<file path="src/rtl/psv_pkg.sv">
// Package for the punctured soft Viterbi decoder: payload structs, codes, constants.
// No dependencies.
package psv_pkg;

    localparam logic       OP_SOFT   = 1'b0;
    localparam logic       OP_READ   = 1'b1;
    localparam logic       KIND_END  = 1'b0;
    localparam logic       KIND_BYTE = 1'b1;
    localparam logic [0:0] REG_PATTERN = 1'b0;
    localparam logic [0:0] REG_LENGTH  = 1'b1;
    localparam logic [15:0] ERASE_VAL   = 16'h7FFF;
    localparam logic [31:0] METRIC_SPAN = 32'h0001_FFFE;
    localparam logic [15:0] COST_A [8] = '{16'h0, 16'h0, 16'h0, 16'h0,
                                           16'hFFFF, 16'hFFFF, 16'hFFFF, 16'hFFFF};
    localparam logic [15:0] COST_B [8] = '{16'h0, 16'hFFFF, 16'hFFFF, 16'h0,
                                           16'h0, 16'hFFFF, 16'hFFFF, 16'h0};

    typedef struct packed {
        logic        op;
        logic [15:0] soft_value;
        logic        last;
        logic [7:0]  byte_index;
    } in_word_t;

    typedef struct packed {
        logic        kind;
        logic [31:0] frame_cost;
        logic [7:0]  decoded_byte;
        logic [10:0] step_total;
        logic        overflow;
    } out_word_t;

    // front -> back queue entry
    typedef struct packed {
        logic        is_read;   // byte read
        logic        is_start;  // new frame
        logic        is_end;    // traceback
        logic        has_pair;  // ACS pair valid
        logic [15:0] s0;
        logic [15:0] s1;
        logic [15:0] erasures;
        logic [7:0]  byte_index;
    } cmd_t;

endpackage

</file>
<file path="src/rtl/psv_front.sv">
// Front end: depuncturing, pairing, erasure counting; emits commands.
// Depends on psv_pkg.
module psv_front (
    input  logic               clk,
    input  logic               rst_n,
    input  logic               start,
    input  psv_pkg::in_word_t  in_word,
    input  logic               cfg_we,
    input  logic               cfg_index,
    input  logic [63:0]        cfg_data,
    input  logic               q_full,
    output logic               q_push,
    output psv_pkg::cmd_t      q_data,
    output logic               front_busy
);

    logic [63:0] pattern_reg;
    logic [6:0]  length_reg;
    logic [5:0]  ptr_reg, ptr_next;
    logic [15:0] pend_reg, pend_next;
    logic        pflag_reg, pflag_next;
    logic [15:0] erase_reg, erase_next;
    logic        open_reg, open_next;
    logic        act_reg, act_next;
    psv_pkg::in_word_t cur_reg, cur_next;
    logic        first_reg, first_next;

    logic [6:0]  len_eff;
    logic [63:0] mask;
    logic        any_set;
    logic [5:0]  ptr_fix, ptr_adv;
    logic        erase_now;
    logic [15:0] val;
    logic        push_d;
    psv_pkg::cmd_t cmd;

    always_comb
    begin
        len_eff = (length_reg == 7'd0) ? 7'd1 : ((length_reg > 7'd64) ? 7'd64 : length_reg);
        mask    = (len_eff == 7'd64) ? '1 : ((64'd1 << len_eff[5:0]) - 64'd1);
        any_set = |(pattern_reg & mask);
        ptr_fix = ({1'b0, ptr_reg} >= len_eff) ? 6'd0 : ptr_reg;
        ptr_adv = ({1'b0, ptr_fix} + 7'd1 >= len_eff) ? 6'd0 : ptr_fix + 6'd1;
        erase_now = any_set && !pattern_reg[ptr_fix];
        val = erase_now ? psv_pkg::ERASE_VAL : cur_reg.soft_value;
    end

    // one pushed value per cycle while the queue is not full; an item finishes when its real value is pushed
    always_comb
    begin
        ptr_next = ptr_reg; pend_next = pend_reg; pflag_next = pflag_reg;
        erase_next = erase_reg; open_next = open_reg; act_next = act_reg;
        cur_next = cur_reg; first_next = first_reg;
        push_d = 1'b0;
        cmd = '0;
        cmd.byte_index = cur_reg.byte_index;
        cmd.erasures = erase_reg;
        if (!act_reg)
        begin
            if (start)
            begin
                act_next = 1'b1;
                cur_next = in_word;
                first_next = (in_word.op == psv_pkg::OP_SOFT) && !open_reg;
            end
        end
        else if (!q_full)
        begin
            if (cur_reg.op == psv_pkg::OP_READ)
            begin
                cmd.is_read = 1'b1;
                push_d = 1'b1;
                act_next = 1'b0;
            end
            else if (first_reg)
            begin
                cmd.is_start = 1'b1;
                push_d = 1'b1;
                first_next = 1'b0;
                ptr_next = 6'd0; pend_next = '0; pflag_next = 1'b0;
                erase_next = '0; open_next = 1'b1;
            end
            else
            begin
                ptr_next = ptr_adv;
                if (erase_now && erase_reg != 16'hFFFF)
                    erase_next = erase_reg + 16'd1;
                if (!pflag_reg)
                begin
                    pend_next = val;
                    pflag_next = 1'b1;
                end
                else
                begin
                    pflag_next = 1'b0;
                    cmd.has_pair = 1'b1;
                    cmd.s0 = pend_reg;
                    cmd.s1 = val;
                    push_d = 1'b1;
                end
                if (!erase_now)
                begin
                    act_next = 1'b0;
                    if (cur_reg.last)
                    begin
                        cmd.is_end = 1'b1;
                        cmd.erasures = erase_next;
                        push_d = 1'b1;
                        pflag_next = 1'b0;
                        open_next = 1'b0;
                    end
                end
            end
        end
    end

    always_ff @(posedge clk or negedge rst_n)
    begin
        if (!rst_n)
        begin
            pattern_reg <= '1; length_reg <= 7'd4;
            ptr_reg <= '0; pend_reg <= '0; pflag_reg <= 1'b0; erase_reg <= '0;
            open_reg <= 1'b0; act_reg <= 1'b0; first_reg <= 1'b0;
        end
        else
        begin
            if (cfg_we && cfg_index == psv_pkg::REG_PATTERN) pattern_reg <= cfg_data;
            if (cfg_we && cfg_index == psv_pkg::REG_LENGTH)  length_reg <= cfg_data[6:0];
            ptr_reg <= ptr_next; pend_reg <= pend_next; pflag_reg <= pflag_next;
            erase_reg <= erase_next; open_reg <= open_next; act_reg <= act_next;
            first_reg <= first_next;
        end
    end

    always_ff @(posedge clk)
    begin
        cur_reg <= cur_next;
    end

    assign q_push = push_d;
    assign q_data = cmd;
    assign front_busy = act_reg;

    a_len: assert property (@(posedge clk) disable iff (!rst_n) len_eff >= 7'd1 && len_eff <= 7'd64)
        else $error("bad effective length");
    a_ptr: assert property (@(posedge clk) disable iff (!rst_n) {1'b0, ptr_adv} < len_eff)
        else $error("pointer past length");
    a_push: assert property (@(posedge clk) disable iff (!rst_n) q_push |-> !q_full && act_reg)
        else $error("push without room");

endmodule

</file>
<file path="config.mk">
export PLATFORM = sky130hd
export DESIGN_NAME = psv_front
export DESIGN_NICKNAME = d
export VERILOG_FILES = /design/src/rtl/psv_pkg.sv /design/src/rtl/psv_front.sv
export SDC_FILE = /design/constraint.sdc
export NUM_CORES = 1
export LEC_CHECK = 0
export BUFFER_PORTS_ARGS = -buffer_cell sky130_fd_sc_hd__buf_4
export CORE_MARGIN = 5
export CORE_UTILIZATION = 42
export DETAILED_ROUTE_END_ITERATION = 7
export SYNTH_ARGS = -nofsm -noshare
export SYNTH_HDL_FRONTEND = slang
export SYNTH_SLANG_ARGS = --single-unit
</file>
<file path="constraint.sdc">
create_clock -name clk -period 12.8 [get_ports clk]
set_input_delay 2.56 -clock clk [delete_from_list [all_inputs] [get_ports clk]]
set_output_delay 2.56 -clock clk [all_outputs]
set_load 0.01 [all_outputs]
</file>
# Word level (Yosys, flattened, before mapping)
# Cells that the tools add are included.
totals:
  ff_bits: 139
  input_bits: 96
  elab_cells: 98
op_classes:
  addsub: 4
  n_lt_le_gt_ge: 4
  n_eq_ne: 6
  n_shift: 1
  muxes: 48
  bitwise: 6
  n_reduce_logical: 16
ops:
  columns: ["operator", "n"]
  rows:
  - ["two-way mux 16 bit", 7]
  - ["two-way mux 52 bit", 2]
  - ["bitwise AND 64 bit", 1]
  - ["two-way mux 64 bit", 1]
  - ["OR reduction 64 bit", 1]
  - ["<< shifter 1 x 6 -> 64 bit, first input constant", 1]
  - ["subtractor 64 x 1 -> 64 bit, second input constant", 1]
  - ["two-way mux 51 bit", 1]
  - ["two-way mux 50 bit", 1]
  - ["two-way mux 33 bit", 1]
  - ["two-way mux 1 bit", 29]
  - ["two-way mux 6 bit", 3]
  - ["adder 16 x 1 -> 16 bit, second input constant", 1]
  - ["!= test 16 bit, second input constant", 1]
  - ["two-way mux 7 bit", 2]
  - ["adder 6 x 1 -> 7 bit, second input constant", 1]
  - ["== test 7 bit, second input constant", 1]
  - [">= comparator 6 x 7 -> 1 bit", 1]
  - [">= comparator 7 bit", 1]
  - ["> comparator 7 bit, second input constant", 1]
  - ["logical NOT 7 bit", 1]
  - ["less-than comparator 6 x 7 -> 1 bit, second input constant", 1]
  - ["adder 6 x 1 -> 6 bit, second input constant", 1]
  - ["binary-select mux 1 bit (select 6 bit)", 1]
  - ["other kinds (10)", 23]

# Logic depth before layout (Yosys ltp)
logic_depth:
  ltp_word: 17
  mapped_depth: 23
  depth_no_buf: 20

# Worst setup path before layout
# Ideal clock, no wire load.
synth_timing:
  path_kind: "reg2out"
  startpoint: "register ptr_reg[0]"
  endpoint: "output port q_data[27] (netlist name)"
  arrival_time_ns: 4.123
  t_required_ns: 10.240
  slack_ns: 6.117
  stages_incl_launch_ff: 18
  path_buffers: 5
  path_cell_list: "dfrtp_1 -> clkbuf_1 -> clkbuf_1 -> inv_1 -> clkbuf_1 -> ha_1 -> nand2b_1 -> a2111oi_1 -> o32ai_1 -> clkbuf_1 -> o21ai_0 -> o311ai_0 -> o2111ai_1 -> o2111a_1 -> o21a_1 -> clkbuf_1 -> nor2_1 -> nor2_1"
synth_lines:
  columns: ["element", "line_no", "source"]
  rows:
  - ["from (decl)", "psv_front.sv:19", "logic [5:0] ptr_reg, ptr_next;"]
  - ["from (signal assigned)", "psv_front.sv:129", "ptr_reg <= ptr_next; pend_reg <= pend_next; pflag_reg <= pflag_next;"]
  - ["to (decl)", "psv_front.sv:13", "output psv_pkg::cmd_t q_data,"]

==> results.json <==
{
  "slew_headroom_pct": 30.4,
  "post_cts_hold_buffer_count": 0,
  "first_pass_iters": 6,
  "setup_ws_ns": 4.75,
  "leakage_nw": 4.43,
  "start_kind": "register",
  "cts.clk_slew.worst_paths_ns": 0.06,
  "final_util_pct": 50.6,
  "finalSetupTns_ns": 0,
  "clock_path_buffers": 2,
  "min_period_ns": 8.05,
  "drv_cap": 0,
  "finalInstanceArea_um2": 10900,
  "ys_warn_count": 0,
  "arrival_ns": 5.49,
  "drtIter0Drc": 1005,
  "final.period_utilization_pct": 62.9,
  "reg2reg_depth": 17,
  "fin_worst_skew_ns": 0.0142,
  "htree_levels": 4,
  "synth_cell_types": 87,
  "grt_usage_pct": 23.7,
  "fp-row-count": 54,
  "grt_max_degree": 68,
  "reg2reg_to": "erase_reg[7]",
  "cts_tree": "built",
  "netlist_area_um2": 9140,
  "postSynthCellCount": 971,
  "dp_hpwl_mm": 21.2,
  "routedWlPerCell_um": 22.0,
  "post_cts_resized": 0,
  "status": "completed",
  "die-height_um": 158,
  "cts_made_buffers": 17,
  "setup.worst_path.start": "length_reg[4]",
  "viasPerCell": 6.17,
  "ant_nets": 0,
  "core_um2": 21600,
  "grt_pass1_wl_mm": 45.8,
  "wirelength_mm": 29.8,
  "drc": 0,
  "cp_max_fo": 37,
  "dp_slack_ns": 5.17,
  "worstPathCellList": "buf_4 -> or2_2 -> nor3_2 -> nand2_1 -> o21ai_0 -> ha_1 -> nand2b_1 -> a2111oi_1 -> o32ai_1 -> buf_4 -> or4_1 -> a211oi_1 -> a21oi_1 -> o2111a_1 -> o21a_1 -> buf_4 -> nor4b_4 -> buf_4",
  "critical_path_class": "reg -> out",
  "ctsRootBufferMaster": "clkbuf_16",
  "dominantRegCellSynth": "dfstp_2",
  "finalHoldViolCount": 0,
  "r2r-start": "length_reg[4]",
  "critPathMostFrequentCell": "buf_4",
  "rrSetupSlack_ns": 7.66,
  "cp_slowest_cell": "a2111oi_1",
  "postCtsSetupBuffers": 0,
  "die_w_um": 158,
  "syn_to_final_growth_pct": 19.7,
  "clock_latency_ns": 0.43,
  "synth_nets": 1083,
  "slew_viol_final": 0,
  "worst_pin_slew_ns": 1.04,
  "pwr-share-seq_pct": 36.3,
  "drive_gt1_share_pct": 33.7,
  "p_comb_share_pct": 37.1,
  "dieArea_um2": 24800,
  "endpoint_kind": "primary output",
  "swShare_pct": 38.8,
  "yosysSeqAreaShare_pct": 40.4,
  "start_util_pct": 42.3,
  "intPower_mw": 1.16,
  "p_per_area_nw_per_um2": 173,
  "crit_required_ns": 10.24,
  "finalSetupViolCount": 0,
  "max_stage_delay_ns": 0.78,
  "diodes": 0,
  "grt.overflow.total": 0,
  "io_buffers": 157,
  "postSynthAreaPerCell_um2": 9.42,
  "antenna_found_initial": 0,
  "ir_worst_vdd_uv": 86.4,
  "largest_register_ffs": 64,
  "ys_ff_latch": 139,
  "crit_end": "q_data[57]",
  "layout.nets": 1175,
  "async_reset_ff_share_pct": 81.3,
  "clock.fmax_ghz": 0.124,
  "clock_sinks": 139,
  "clkPwrFrac_pct": 26.6,
  "placed_area_um2": 10300,
  "switchingPower_mw": 0.734,
  "synth_edf_count": 26,
  "hold_class": "reg -> reg",
  "io_pins": 158,
  "grt_setup_unrepaired": "no",
  "place.gp.congestion": 1.01,
  "grt_pass1_vias": 7903,
  "vias": 8364
}
==> worst max-delay path: cells and delay by family, from the launching register on <==
kind / cells / cell delay [ns]
compound gates: 7 / 1.74
fa+ha+maj: 1 / 0.31
buf+inv: 4 / 0.90
flops: 1 / 0.35
simple gates: 6 / 1.74
==> how the worst min path moves through the flow <==
stage / start / to / slack (ns) / depth (start not counted)
finish: pend_reg[9] / pend_reg[9] / 0.47 / 2
global route: pend_reg[9] / pend_reg[9] / 0.49 / 2
CTS: pend_reg[13] / pend_reg[13] / 0.48 / 2
detailed placement: pend_reg[13] / pend_reg[13] / 0.46 / 2
global placement: pend_reg[8] / pend_reg[8] / 0.45 / 2
floorplan: pend_reg[0] / pend_reg[0] / 0.44 / 2
==> layout make-up <==
type | count | area [um2]
Clock buffer | 23 | 543
Clock inverter | 9 | 70.1
Fill cell | 2051 | 10700
Inverter | 22 | 82.6
Multi-Input combinational cell | 709 | 4900
Sequential cell | 139 | 3690
Tap cell | 280 | 350
Timing Repair Buffer | 174 | 1310
==> cell usage after synthesis, types with 9 or more instances <==
cell type	count	share of area, %
a2111oi_0	12	1.1
a21oi_1	36	2.0
a31oi_1	12	0.82
and2_1	18	1.2
and3_1	14	0.96
buf_2	19	1.0
buf_4	10	0.82
clkbuf_1	63	2.6
dfrtp_1	48	13
dfstp_2	65	19
edfxtp_1	26	8.5
ha_1	16	2.2
inv_1	21	0.86
mux2_2	72	8.9
mux2i_1	18	2.0
nand2_1	90	3.7
nand2b_1	15	1.0
nand3_1	31	1.7
nand4_1	14	0.96
nor2_1	73	3.0
nor3_1	14	0.77
nor4_1	18	1.2
o211ai_1	12	0.99
o21ai_0	68	3.7
o31ai_1	10	0.82
xnor2_1	9	0.86
==> cell usage in the layout, fill, tap and decap left out, types with 5 or more instances in the layout <==
master	synthesis	routed
nand2b_1	15	15
xnor2_1	9	9
nor4_1	18	18
o21a_1	7	7
nand4_1	14	14
ha_1	16	16
or3_1	7	7
dfrtp_1	48	48
and2_1	18	18
a21oi_1	36	36
a21boi_0	5	5
o32ai_1	6	6
dfstp_2	65	65
or4_1	5	5
nor3_1	14	14
mux2_2	72	72
and3_1	14	14
nor2_1	73	73
mux2i_1	18	18
a31oi_1	12	12
xor2_1	5	5
nor2b_1	6	5
nor3b_1	7	7
edfxtp_1	26	26
o211ai_1	12	12
o31ai_1	10	10
a32oi_1	5	5
buf_4	10	174
mux4_2	6	6
nand3_1	31	31
clkbuf_16	0	21
nand2_1	90	90
o21ai_0	68	68
a2111oi_0	12	12
inv_1	21	21
==> power groups by stage <==
| stage | combinational (mW) | sequential (mW) | clock (mW) |
|---|---|---|---|
| 2_1_floorplan | 0.529 | 0.622 | 0 |
| 3_3_place_gp | 0.689 | 0.686 | 0 |
| 3_5_place_dp | 0.689 | 0.689 | 0 |
| 4_1_cts | 0.694 | 0.682 | 0.516 |
| 5_1_grt | 0.765 | 0.698 | 0.533 |
| 6_report | 0.701 | 0.686 | 0.503 |
==> metal layers <==
layer	global-route usage, %	up-vias	routed length, um
li1	-	3788	-
met1	33.6	4080	12800
met2	34.8	425	13500
met3	5.86	71	2560
met4	9.30	0	919
met5	0	-	0
==> cells by family (layout without fill, tap and decap cells) <==
family / after synthesis / after routing / share of synthesized area (%)
simple gates: 347 / 347 / 20.3
compound gates: 236 / 236 / 17.4
flops: 139 / 139 / 40.4
buf+inv: 123 / 228 / 6.13
mux: 96 / 96 / 12.3
fa+ha+maj: 16 / 16 / 2.19
xor+xnor: 14 / 14 / 1.34
==> stage by stage <==
step | cells | hold WS (ns) | total power [mW]
floorplan | 971 | 0.442 | 1.15
global placement | 1324 | 0.452 | 1.38
detailed placement | 1324 | 0.463 | 1.38
CTS | 1356 | 0.476 | 1.89
global route | 1356 | 0.488 | 2.00
finish | 1356 | 0.471 | 1.89
No activity file was read; power rests on OpenSTA's default activity.
