### src/rtl/psv_pkg.sv
// Package for the punctured soft Viterbi decoder: payload structs, codes, constants.
// No dependencies.
package psv_pkg;

    localparam logic       OP_SOFT   = 1'b0;
    localparam logic       OP_READ   = 1'b1;
    localparam logic       KIND_END  = 1'b0;
    localparam logic       KIND_BYTE = 1'b1;
    localparam logic [0:0] REG_PATTERN = 1'b0;
    localparam logic [0:0] REG_LENGTH  = 1'b1;
    localparam logic [15:0] ERASE_VAL   = 16'h7FFF;
    localparam logic [31:0] METRIC_SPAN = 32'h0001_FFFE;
    localparam logic [15:0] COST_A [8] = '{16'h0, 16'h0, 16'h0, 16'h0,
                                           16'hFFFF, 16'hFFFF, 16'hFFFF, 16'hFFFF};
    localparam logic [15:0] COST_B [8] = '{16'h0, 16'hFFFF, 16'hFFFF, 16'h0,
                                           16'h0, 16'hFFFF, 16'hFFFF, 16'h0};

    typedef struct packed {
        logic        op;
        logic [15:0] soft_value;
        logic        last;
        logic [7:0]  byte_index;
    } in_word_t;

    typedef struct packed {
        logic        kind;
        logic [31:0] frame_cost;
        logic [7:0]  decoded_byte;
        logic [10:0] step_total;
        logic        overflow;
    } out_word_t;

    // front -> back queue entry
    typedef struct packed {
        logic        is_read;   // byte read
        logic        is_start;  // new frame
        logic        is_end;    // traceback
        logic        has_pair;  // ACS pair valid
        logic [15:0] s0;
        logic [15:0] s1;
        logic [15:0] erasures;
        logic [7:0]  byte_index;
    } cmd_t;

endpackage

### src/rtl/psv_queue.sv
// Small command FIFO between front and back.
// Depends on psv_pkg.
module psv_queue (
    input  logic          clk,
    input  logic          rst_n,
    input  logic          push,
    input  psv_pkg::cmd_t push_data,
    input  logic          pop,
    output psv_pkg::cmd_t head,
    output logic          empty,
    output logic          full
);

    psv_pkg::cmd_t mem [4];
    logic [1:0] wp_reg, rp_reg;
    logic [2:0] cnt_reg;

    always_ff @(posedge clk or negedge rst_n)
    begin
        if (!rst_n)
        begin
            wp_reg <= '0; rp_reg <= '0; cnt_reg <= '0;
        end
        else
        begin
            if (push) wp_reg <= wp_reg + 2'd1;
            if (pop)  rp_reg <= rp_reg + 2'd1;
            cnt_reg <= cnt_reg + {2'b0, push} - {2'b0, pop};
        end
    end

    always_ff @(posedge clk)
    begin
        if (push) mem[wp_reg] <= push_data;
    end

    assign head  = mem[rp_reg];
    assign empty = (cnt_reg == 3'd0);
    assign full  = (cnt_reg == 3'd4);

    a_ovf: assert property (@(posedge clk) disable iff (!rst_n) !(push && full))
        else $error("queue overflow");
    a_unf: assert property (@(posedge clk) disable iff (!rst_n) !(pop && empty))
        else $error("queue underflow");
    a_cnt: assert property (@(posedge clk) disable iff (!rst_n) cnt_reg <= 3'd4)
        else $error("queue count");

endmodule

### config.mk
export PLATFORM = sky130hd
export DESIGN_NAME = psv_queue
export DESIGN_NICKNAME = d
export VERILOG_FILES = /design/src/rtl/psv_pkg.sv /design/src/rtl/psv_queue.sv
export SDC_FILE = /design/constraint.sdc
export NUM_CORES = 1
export LEC_CHECK = 0
export BUFFER_PORTS_ARGS = -buffer_cell sky130_fd_sc_hd__buf_2
export CAP_MARGIN = 20
export CORE_ASPECT_RATIO = 0.9
export CORE_MARGIN = 2
export CORE_UTILIZATION = 59
export CTS_BUF_LIST = sky130_fd_sc_hd__clkbuf_8
export DETAILED_ROUTE_END_ITERATION = 8
export HOLD_SLACK_MARGIN = 0.05
export PLACE_DENSITY = 0.78
export REMOVE_ABC_BUFFERS = 1
export SLEW_MARGIN = 5
export SYNTH_ARGS = -nofsm -noshare
export SYNTH_HDL_FRONTEND = slang
export SYNTH_SLANG_ARGS = --single-unit
export TNS_END_PERCENT = 1
### constraint.sdc
create_clock -name clk -period 3.36 [get_ports clk]
set_input_delay 0.336 -clock clk [delete_from_list [all_inputs] [get_ports clk]]
set_output_delay 0.336 -clock clk [all_outputs]
set_load 0.01 [all_outputs]
Word level (Yosys, flattened, before mapping):

Memory sizes are Yosys's and may differ from the RTL's.
Index checks and enable logic that the tools add are counted.

* output and inout bits: 62
* input bits: 64
* register bits after elaboration: 7
* logic and storage cells: 12
* RAM bits: 240
* memories kept: 1

* reduce and logical (&&, ||, !) cells: 1
* eq/ne operators: 1
* muxes and demuxes: 2
* $add $sub $neg: 4

Memories
* mem: words 4, bits a word 60, read ports 1, clocked after Yosys merged registers in 0, write ports 1, line psv_queue.sv:14 `psv_pkg::cmd_t mem [4];`

Operators with widths (count)
* $add 2x1->2 const B: 2
* $add 3x1->3: 1
* $eq 3x3->1 const B: 1
* $logic_not 3->1: 1
* $sub 3x1->3: 1
* $mux 1: 2

Longest topological paths before layout:

Gate-level depths: netlist (run 1).

* depth in word-level cells: 2
* mapped depth: 6
* gate-level depth less buffers: 6

Worst setup path after synthesis (run 1):

Ideal clock, no wire load.

* path type: register to register
* from: reg wp_reg[0]
* to: mem mem[2][0] (netlist name), enable pin
* required time: 2.936 ns
* path slack: 0.899 ns
* setup time: 0.424 ns
* period minus slack after synthesis: 2.461 ns
* path buffers: 0
* arrival: 2.037 ns
* cell stages (with the launch flop): 4
* cells stage by stage: dfrtp_1 -> inv_1 -> ha_1 -> and2_1

RTL lines
* start: declaration: line psv_queue.sv:15 `logic [1:0] wp_reg, rp_reg;`
* start signal: assignment: line psv_queue.sv:26 `if (push) wp_reg <= wp_reg + 2'd1;`
* end: declaration: line psv_queue.sv:14

Straight into the memory's write port.

==> reports/results.txt, run 1 <==
Critical Path Start: rp_reg[0]$_DFFE_PN0P_
Placed Cells: 664
Worst Max-Slew Pin Slew: 0.9354 ns
Layout cells sized above 1: 39.73%
Final worst-path cycle share: 80.25%
CTS HTree Levels: 2
Post-Synth Simple-Gate Area: 0.4804%
DR DRC count: 0
Final nets: 636
Post-Syn Instances: 348
Port Buffers: 125
Post-placement worst setup slack: 1.113 ns
WS Path Type: flop to output pin
Synth Area in Adders: 1.043%
Die Ht: 121.9 µm
Total chip power: 9.090 mW
Grt ovf: 0
Peak supply drop: 0.5980 mV
Final wirelength: 16.30 mm
Total power density per cell area: 811.6 nW/µm²
Number of clock sinks: 247
Initial Utilization: 59.66%
Boundary pin count: 126
Critical Path Fanout Max: 26
Synth Area in Compound Gates: 0.05490%
Synth cell types: 18
RSZ-0062 raised after global routing: false
XOR/XNOR Fraction of Synth Area: 0.4804%
Final worst slack: 0.6636 ns
Wire per inst: 20.45 µm
Hold Vio Cnt, Final: 0
CTS buffer count: 39
Commonest non-fill, non-tap cell in the layout: edfxtp_1
Max reg flops: 240
Core area: 15280 µm²
Largest net degree at the start of global routing: 61
Worst-path clk slew: 0.06 ns
Origin of the critical flop-to-flop path: wp_reg[0]$_DFFE_PN0P_
GRT Total Usage: 20.78%
Post-CTS Setup Inserts: 0
Initial antenna violation count: 1
P_leak: 3.997 nW
DR pass1 iterations: 4
Average size of a mapped cell: 26.20 µm²
Post-Syn Area: 9116 µm²
Routed vias: 4305
Gpl congestion: 0.6525
Max-cap violation count: 0
Final Skew: 0.02380 ns
Die area: 16460 µm²
Final ANT Viol Nets: 0
Outcome: complete, no violations
Synth Register Bits: 247
Cell Rows: 43
Post-synthesis sequential area ratio: 80.98%
Worst setup path end: head[52]
Die X: 135.0 µm
Crit path required time: 3.02 ns
Critical R2R Capture: mem[0][29]$_DFFE_PP_
Final cell count without fillers: 797
Post-synthesis mux area share: 14.91%
Final Max Slew Viols: 0
Post-layout minimum cycle time: 2.696 ns
CTS root buffer: clkbuf_8
Vias in the first global route: 4794
# setup viols final: 0
Reg2reg setup slack: 1.50 ns
Final instance area: 11200 µm²
Crit start category: flop
Clock Latency Late Sink: 0.52 ns
Worst Path Arrival: 2.36 ns
Commonest non-fill, non-tap cells in the layout: edfxtp_1 (240), buf_2 (125), dlygate4sd3_1 (62)
DP Area: 9892 µm²
Min-Delay Path Class: input port to flop
CTS Hold Buffers Added: 62
Deepest clock path buffer count: 3
Setup TNS: 0 ns
# resized after CTS: 0
Syn-to-layout area delta: 22.87%
Main combinational cell family by area after synthesis: multiplexers
Relative slew slack: 37.64%
Worst-case reg-to-reg path depth: 3
Critical Path End Type: output pin
Yosys synthesis warning count: 0
Post-detail-place hpwl: 8.978 mm
Iter 0 DRT Violations: 281
CTS tree: built
Peak Freq: 370.9 MHz
Vias per cell: 5.402
First-pass GRT wire length: 25.46 mm
-- cell families (layout without fill, tap and decap cells) --
group                    Yosys count  after routing
buffers and inverters             20            266
AO/OA/AOI/OAI                      1              1
flip-flops                       247            247
multiplexers                      60             60
other                              0              1
XOR/XNOR                           5              5
adder cells (fa/ha/maj)            7              7
AND/OR/NAND/NOR                    8              8
-- cell usage after synthesis --
cell / n / share of area, %
edfxtp_1: 240 / 79
mux4_2: 58 / 14
dfrtp_1: 7 / 1.9
buf_12: 6 / 1.3
buf_2: 6 / 0.33
ha_1: 6 / 0.82
inv_1: 6 / 0.25
and2_1: 4 / 0.27
xor2_1: 3 / 0.29
mux4_1: 2 / 0.58
nand2_1: 2 / 0.082
xnor2_1: 2 / 0.19
and3_1: 1 / 0.069
buf_6: 1 / 0.12
clkbuf_1: 1 / 0.041
fa_1: 1 / 0.22
nor3_1: 1 / 0.055
o21ai_0: 1 / 0.055
-- worst max-delay path: stages (launching register included) --
cell and delay (ns):
dfrtp_4 0.76, buf_4 0.36, mux4_2 0.54, buf_2 0.15
-- worst min-delay path by stage --
stage           from                    end  cells past startpoint
3_5_place_dp   rst_n   cnt_reg[0]$_DFF_PN0_                      1
3_3_place_gp   rst_n   cnt_reg[0]$_DFF_PN0_                      1
6_report        push  wp_reg[1]$_DFFE_PN0P_                      2
4_1_cts         push  wp_reg[0]$_DFFE_PN0P_                      2
2_1_floorplan  rst_n   cnt_reg[0]$_DFF_PN0_                      0
5_1_grt         push  wp_reg[1]$_DFFE_PN0P_                      2
-- routing by layer --
| layer | routed length (µm) | global-route usage, % | up-vias |
|---|---|---|---|
| li1 | - | - | 1926 |
| met1 | 6877 | 28.56 | 2215 |
| met2 | 8116 | 33.66 | 135 |
| met3 | 1036 | 5.077 | 29 |
| met4 | 265 | 6.771 | 0 |
| met5 | 0 | 0 | - |
-- per-stage QoR --
stage          util [%]  hold WS (ns)
2_1_floorplan         -       0.04041
3_3_place_gp      64.74        0.1785
3_5_place_dp      64.74        0.1839
4_1_cts           73.29        0.1213
5_1_grt           73.30        0.1420
6_report          73.30        0.1557
-- where the power goes --
group / switching (mW) / internal, mW
combinational: 1.29 / 1.26
clock: 1.07 / 1.13
sequential: 0.302 / 4.05
total: 2.66 / 6.44
-- final cells by class --
type,instances,area (µm²)
antenna,1,2.502
clock buffer,41,564.3
clock inverter,29,121.4
fill,895,4079
inverter,6,22.52
multi-input combinational,81,1556
sequential,247,7387
tap,202,252.7
timing repair buffer,190,1294
No activity file was read; power rests on OpenSTA's default activity.
==> inputs of run 2 (changes only) <==
--- a/config.mk
+++ b/config.mk
@@ -9,11 +9,11 @@
 export CAP_MARGIN = 20
 export CORE_ASPECT_RATIO = 0.9
 export CORE_MARGIN = 2
-export CORE_UTILIZATION = 59
+export CORE_UTILIZATION = 53
 export CTS_BUF_LIST = sky130_fd_sc_hd__clkbuf_8
 export DETAILED_ROUTE_END_ITERATION = 8
 export HOLD_SLACK_MARGIN = 0.05
-export PLACE_DENSITY = 0.78
+export PLACE_DENSITY = 0.73
 export REMOVE_ABC_BUFFERS = 1
 export SLEW_MARGIN = 5
 export SYNTH_ARGS = -nofsm -noshare
==> constraint.sdc (replaced) <==
create_clock -name clk -period 2.2 [get_ports clk]
set_input_delay 0.22 -clock clk [delete_from_list [all_inputs] [get_ports clk]]
set_output_delay 0.22 -clock clk [all_outputs]
set_load 0.01 [all_outputs]
==> reports/results.txt, run 2 (synthesized netlist as in run 1, its figures left out) <==
Critical Path Start: rp_reg[0]$_DFFE_PN0P_ (unchanged)
Crit path max-delay family: multiplexers (was flip-flops)
Wire per inst: 20.78 µm (was 20.45 µm)
Highest routed layer: met5 (was met4)
Commonest non-fill, non-tap cell in the layout: edfxtp_1 (unchanged)
Register area: 7387 µm² (unchanged)
First-pass GRT wire length: 26.16 mm (was 25.46 mm)
Die area: 18270 µm² (was 16460 µm²)
Commonest non-fill, non-tap cells in the layout: edfxtp_1 (240), buf_2 (111), dlygate4sd3_1 (65) (was edfxtp_1 (240), buf_2 (125), dlygate4sd3_1 (62))
Final Util: 69.13% (was 73.30%)
Largest net degree at the start of global routing: 38 (was 61)
P_int: 10.41 mW (was 6.435 mW)
Multi-input gate area: 1556 µm² (unchanged)
Initial antenna violation count: 1 (unchanged)
Core area: 16830 µm² (was 15280 µm²)
Max reg flops: 240 (unchanged)
Critical Path End Type: output pin (unchanged)
Crit path cell chain: buf_4 > buf_12 > mux4_2 > buf_6 (was buf_4 > mux4_2 > buf_2)
Grt ovf: 0 (unchanged)
Comb pwr share: 33.6% (was 28.0%)
Critical Path Fanout Max: 8 (was 26)
Worst Max-Slew Pin Slew: 0.4186 ns (was 0.9354 ns)
Peak supply drop: 0.7087 mV (was 0.5980 mV)
Final ANT Viol Nets: 0 (unchanged)
Worst-path clk slew: 0.06 ns (about the same)
Final Max Slew Viols: 0 (unchanged)
P_leak: 4.204 nW (was 3.997 nW)
CTS buffer count: 39 (unchanged)
Fillers: 1038 (was 895)
Hold Vio Cnt, Final: 0 (unchanged)
Die X: 142.2 µm (was 135.0 µm)
Clock share of power: 22.9% (was 24.2%)
GRT Total Usage: 19.23% (was 20.78%)
CTS tree: built (unchanged)
CTS root buffer: clkbuf_8 (unchanged)
Worst Path Arrival: 1.94 ns (was 2.36 ns)
Gpl congestion: 0.7083 (was 0.6525)
DR DRC count: 0 (unchanged)
Peak Freq: 462.4 MHz
Clock Latency Late Sink: 0.51 ns (was 0.52 ns)
Min Hold Slack: 0.4508 ns (was 0.1557 ns)
Post-layout minimum cycle time: 2.163 ns
Sequential share of power: 43.5% (was 47.9%)
Initial Utilization: 54.15% (was 59.66%)
Iter 0 DRT Violations: 220 (was 281)
Vias in the first global route: 4802 (was 4794)
# setup viols final: 0 (unchanged)
Reg2reg setup slack: 0.52 ns (was 1.50 ns)
Crit path required time: 1.98 ns (was 3.02 ns)
Worst path max stage delay: 0.54 ns (was 0.76 ns)
Metal2 WL: 8.755 mm (was 8.116 mm)
WS Path Type: flop to output pin (unchanged)
Crit start category: flop (unchanged)
WL met3: 1.144 mm (was 1.036 mm)
Post-detail-place hpwl: 9.840 mm (was 8.978 mm)
Final worst-path cycle share: 98.31%
Final cell count without fillers: 833 (was 797)
Sw frac: 29.06% (was 29.21%)
Max-cap violation count: 0 (unchanged)
Total chip power: 14.67 mW (was 9.090 mW)
Placed Cells: 690 (was 664)
Number of clock sinks: 247 (unchanged)
Relative slew slack: 72.09% (was 37.64%)
Cell Rows: 45 (was 43)
ANT cells: 0 (was 1)
Die Ht: 128.4 µm (was 121.9 µm)
Sw Pwr: 4.264 mW (was 2.655 mW)
Vias per cell: 5.352 (was 5.402)
Final Skew: 0.01233 ns (was 0.02380 ns)
RSZ-0062 raised after global routing: true (was false)
Min-Delay Path Class: input port to flop (unchanged)
Worst Min Path Start: push_data[16] (was push)
Buf+Inv Stages, Crit Path: 3 (was 2)
Worst-path cell with the longest stage delay: mux4_2 (was dfrtp_4)
Final nets: 666 (was 636)
CTS HTree Levels: 2 (unchanged)
Outcome: complete, no violations (unchanged)
Routed vias: 4458 (was 4305)
Deepest clock path buffer count: 3 (unchanged)
DRT met1 WL: 7.127 mm (was 6.877 mm)
Layout cells sized above 1: 42.77% (was 39.73%)
DR pass1 iterations: 4 (unchanged)
Port Buffers: 125 (unchanged)
Origin of the critical flop-to-flop path: wp_reg[0]$_DFFE_PN0P_ (unchanged)
Total power density per cell area: 1261 nW/µm² (was 811.6 nW/µm²)
Final wirelength: 17.31 mm (was 16.30 mm)
Setup TNS: 0 ns (unchanged)
Syn-to-layout area delta: 27.67% (was 22.87%)
Boundary pin count: 126 (unchanged)
run 2: worst reg2reg max path, delay by kind of cell (launching register included):
family / cells / cell delay, ns
flip-flops: 1 / 0.43
AND/OR/NAND/NOR: 1 / 0.42
buffers and inverters: 2 / 0.36
adder cells (fa/ha/maj): 1 / 0.17
run 2: what timing repair did:
| action | CTS | global route |
|---|---|---|
| buffers inserted | 2 | 5 |
| setup endpoints to repair | 53 | 50 |
| resized for setup | 14 | 6 |
| hold endpoints to repair | 252 | 0 |
| gates cloned | 0 | 3 |
| hold buffers | 65 | 0 |
run 2: through the flow:
step / setup WS (ns) / area, µm²
detailed placement: 0.4025 / 10090
finish: 0.03726 / 11640
CTS: -0.07277 / 11520
global placement: 0.4250 / 10090
global route: -0.02938 / 11640
floorplan: -1.203 / 8951
run 2: routing by layer:
layer / vias to the layer above / track usage [%]
met4: 2 / 6.118
met3: 28 / 5.880
met2: 158 / 32.11
met1: 2283 / 24.66
li1: 1987 / -
met5: - / 0
run 2: worst paths after layout:
check	endpoint	cells past startpoint
max in group asynchronous	cnt_reg[1]$_DFF_PN0_	4
max reg2reg	mem[0][4]$_DFFE_PP_	4
min reg2reg	wp_reg[0]$_DFFE_PN0P_	1
max	head[28]	4
min in group asynchronous	cnt_reg[0]$_DFF_PN0_	3
min	mem[2][16]$_DFFE_PP_	2
run 2: final cells by class:
type	count	share of cell area, %
Sequential cell	247	63.47
Tap cell	211	2.268
Timing Repair Buffer	220	14.91
Inverter	6	0.1935
Multi-Input combinational cell	81	13.37
Clock buffer	41	4.848
Clock inverter	27	0.9353
run 2: power groups by stage:
stage | clock (mW) | combinational (mW) | sequential (mW)
after detailed placement | 0 | 4.32 | 6.54
after global routing | 3.67 | 5.30 | 6.45
after floorplan | 0 | 2.30 | 6.82
after global placement | 0 | 4.26 | 6.48
final | 3.36 | 4.93 | 6.38
after CTS | 3.46 | 4.72 | 6.42
==> inputs of run 3 (changes only) <==
==> constraint.sdc (replaced) <==
create_clock -name clk -period 2.2 [get_ports clk]
set_input_delay 0 -clock clk [delete_from_list [all_inputs] [get_ports clk]]
set_output_delay 0 -clock clk [all_outputs]
set_load 0.01 [all_outputs]
==> reports/results.txt, run 3 (synthesized netlist as in run 1, its figures left out) <==
Peak Freq: 505.7 MHz (was 462.4 MHz)
CTS tree: built (unchanged)
DR DRC count: 0 (unchanged)
Largest net degree at the start of global routing: 28 (was 38)
Crit path max-delay family: multiplexers (unchanged)
Crit path required time: 2.20 ns (was 1.98 ns)
Vias in the first global route: 4730 (was 4802)
Crit path cell chain: buf_12 > mux4_1 > buf_2 (was buf_4 > buf_12 > mux4_2 > buf_6)
Wire per inst: 19.67 µm (was 20.78 µm)
# resized after CTS: 0 (was 14)
Post-layout minimum cycle time: 1.977 ns (was 2.163 ns)
Layout cells sized above 1: 42.65% (was 42.77%)
Final Util: 68.71% (was 69.13%)
GRT Total Usage: 18.35% (was 19.23%)
Critical Path End Type: output pin (unchanged)
# setup viols final: 0 (unchanged)
CTS buffer count: 39 (unchanged)
Hold Vio Cnt, Final: 0 (unchanged)
Core area: 16830 µm² (unchanged)
RSZ-0062 raised after global routing: false (was true)
Number of clock sinks: 247 (unchanged)
DP Area: 10110 µm² (was 10090 µm²)
Port Buffers: 125 (unchanged)
Die Ht: 128.4 µm (unchanged)
Worst path max stage delay: 0.57 ns (was 0.54 ns)
Vias per cell: 5.368 (was 5.352)
DR pass1 iterations: 4 (unchanged)
Final nets: 653 (was 666)
Final ANT Viol Nets: 0 (unchanged)
Commonest non-fill, non-tap cells in the layout: edfxtp_1 (240), buf_2 (125), dlygate4sd3_1 (64) (was edfxtp_1 (240), buf_2 (111), dlygate4sd3_1 (65))
Syn-to-layout area delta: 26.89% (was 27.67%)
Max reg flops: 240 (unchanged)
Register area: 7387 µm² (unchanged)
Boundary pin count: 126 (unchanged)
Outcome: complete, no violations (unchanged)
Critical Path Fanout Max: 20 (was 8)
Iter 0 DRT Violations: 252 (was 220)
First-pass GRT wire length: 25.03 mm (was 26.16 mm)
Multi-input gate area: 1556 µm² (unchanged)
Initial Utilization: 54.15% (unchanged)
Crit start category: flop (unchanged)
Initial antenna violation count: 1 (unchanged)
Relative slew slack: 72.87% (was 72.09%)
Gpl congestion: 0.7203 (was 0.7083)
Total power density per cell area: 1271 nW/µm² (was 1261 nW/µm²)
Die area: 18270 µm² (unchanged)
Buf+Inv Stages, Crit Path: 2 (was 3)
Post-detail-place hpwl: 9.895 mm (was 9.840 mm)
Final worst-path cycle share: 89.88% (was 98.31%)
Final instance area: 11570 µm² (was 11640 µm²)
Final Max Slew Viols: 0 (unchanged)
CTS root buffer: clkbuf_8 (unchanged)
Routed vias: 4429 (was 4458)
Grt ovf: 0 (unchanged)
Min-Delay Path Class: input port to flop (unchanged)
Max-cap violation count: 0 (unchanged)
Worst-path clk slew: 0.07 ns (was 0.06 ns)
Clock Latency Late Sink: 0.52 ns (was 0.51 ns)
Worst-path cell with the longest stage delay: mux4_1 (was mux4_2)
Die X: 142.2 µm (unchanged)
Worst Path Arrival: 1.98 ns (was 1.94 ns)
Fillers: 1037 (was 1038)
CTS HTree Levels: 2 (unchanged)
Worst Max-Slew Pin Slew: 0.4069 ns (was 0.4186 ns)
Cell Rows: 45 (unchanged)
Final Skew: 0.01557 ns (was 0.01233 ns)
Peak supply drop: 0.7963 mV (was 0.7087 mV)
Final wirelength: 16.22 mm (was 17.31 mm)
Deepest clock path buffer count: 3 (unchanged)
Commonest non-fill, non-tap cell in the layout: edfxtp_1 (unchanged)
P_leak: 4.128 nW (was 4.204 nW)
WS Path Type: flop to output pin (unchanged)
## run 3: cell types whose count changed in the layout (fill, tap and decap cells not counted), moves of 3 or more
cell	before	now
inv_1	20	13
buf_12	8	11
clkinv_1	7	10
buf_2	111	125
buf_4	17	7
buf_6	17	0
bufinv_16	0	4
## run 3: worst reg2reg max path, delay by kind of cell, from the launching register on
| family | cells | cell delay [ns] |
|---|---|---|
| fa+ha+maj | 1 | 0.15 |
| flops | 1 | 0.41 |
| simple gates | 1 | 0.37 |
| buf+inv | 2 | 0.38 |
## run 3: power breakdown
group	leakage, nW	switching, mW	internal, mW	total, mW
logic	1.41	2.18	2.18	4.36
clock network	0.429	1.71	2.18	3.89
registers	2.28	0.296	6.16	6.46
total	4.13	4.18	10.5	14.7
## run 3: path summary, 6_finish.rpt
path	startpoint	cells past startpoint	endpoint	slack (ns)
setup / recovery	rp_reg[0]$_DFFE_PN0P_	3	head[59]	0.22
min in group asynchronous	rst_n	3	rp_reg[0]$_DFFE_PN0P_	0.45
setup reg to reg	wp_reg[1]$_DFFE_PN0P_	4	mem[1][31]$_DFFE_PP_	0.58
hold reg to reg	wp_reg[0]$_DFFE_PN0P_	1	wp_reg[0]$_DFFE_PN0P_	0.54
hold / removal	pop	3	rp_reg[0]$_DFFE_PN0P_	0.22
max in group asynchronous	rst_n	3	rp_reg[0]$_DFFE_PN0P_	1.47
## run 3: timing repair
item | 4_1_cts | 5_1_grt
setup endpoints to repair | 0 | 3
hold buffers | 64 | 0
hold endpoints to repair | 253 | 0
setup buffers | 0 | 2
## run 3: cell type report
type | instances | area share (%)
Sequential cell | 247 | 63.86
Multi-Input combinational cell | 81 | 13.46
Timing Repair Buffer | 207 | 13.30
Clock buffer | 40 | 4.759
Tap cell | 211 | 2.282
Clock inverter | 31 | 2.098
Inverter | 6 | 0.1947
Antenna cell | 2 | 0.04327
## run 3: layer usage
layer | vias to the layer above | routed length, µm | global-route usage (%) | share of wire, %
met2 | 183 | 7726 | 29.67 | 48
li1 | 1967 | - | - | -
met4 | 0 | 156 | 5.529 | 0.96
met5 | - | 0 | 0 | 0
met1 | 2266 | 7101 | 24.96 | 44
met3 | 13 | 1239 | 5.099 | 7.6
## run 3: per-stage QoR
step                      setup slack [ns]  hold WS (ns)  std cells  TNS (ns)  total power [mW]
after floorplan                    -0.9829       -0.2956        334   -112.36             9.117
after global placement              0.6251       -0.1646        686         0             10.78
after detailed placement            0.5790       -0.1527        686         0             10.89
after CTS                          0.04594        0.1909        821         0             14.88
after global routing                0.1248        0.2104        824         0             15.45
final                               0.2227        0.2213        825         0             14.71
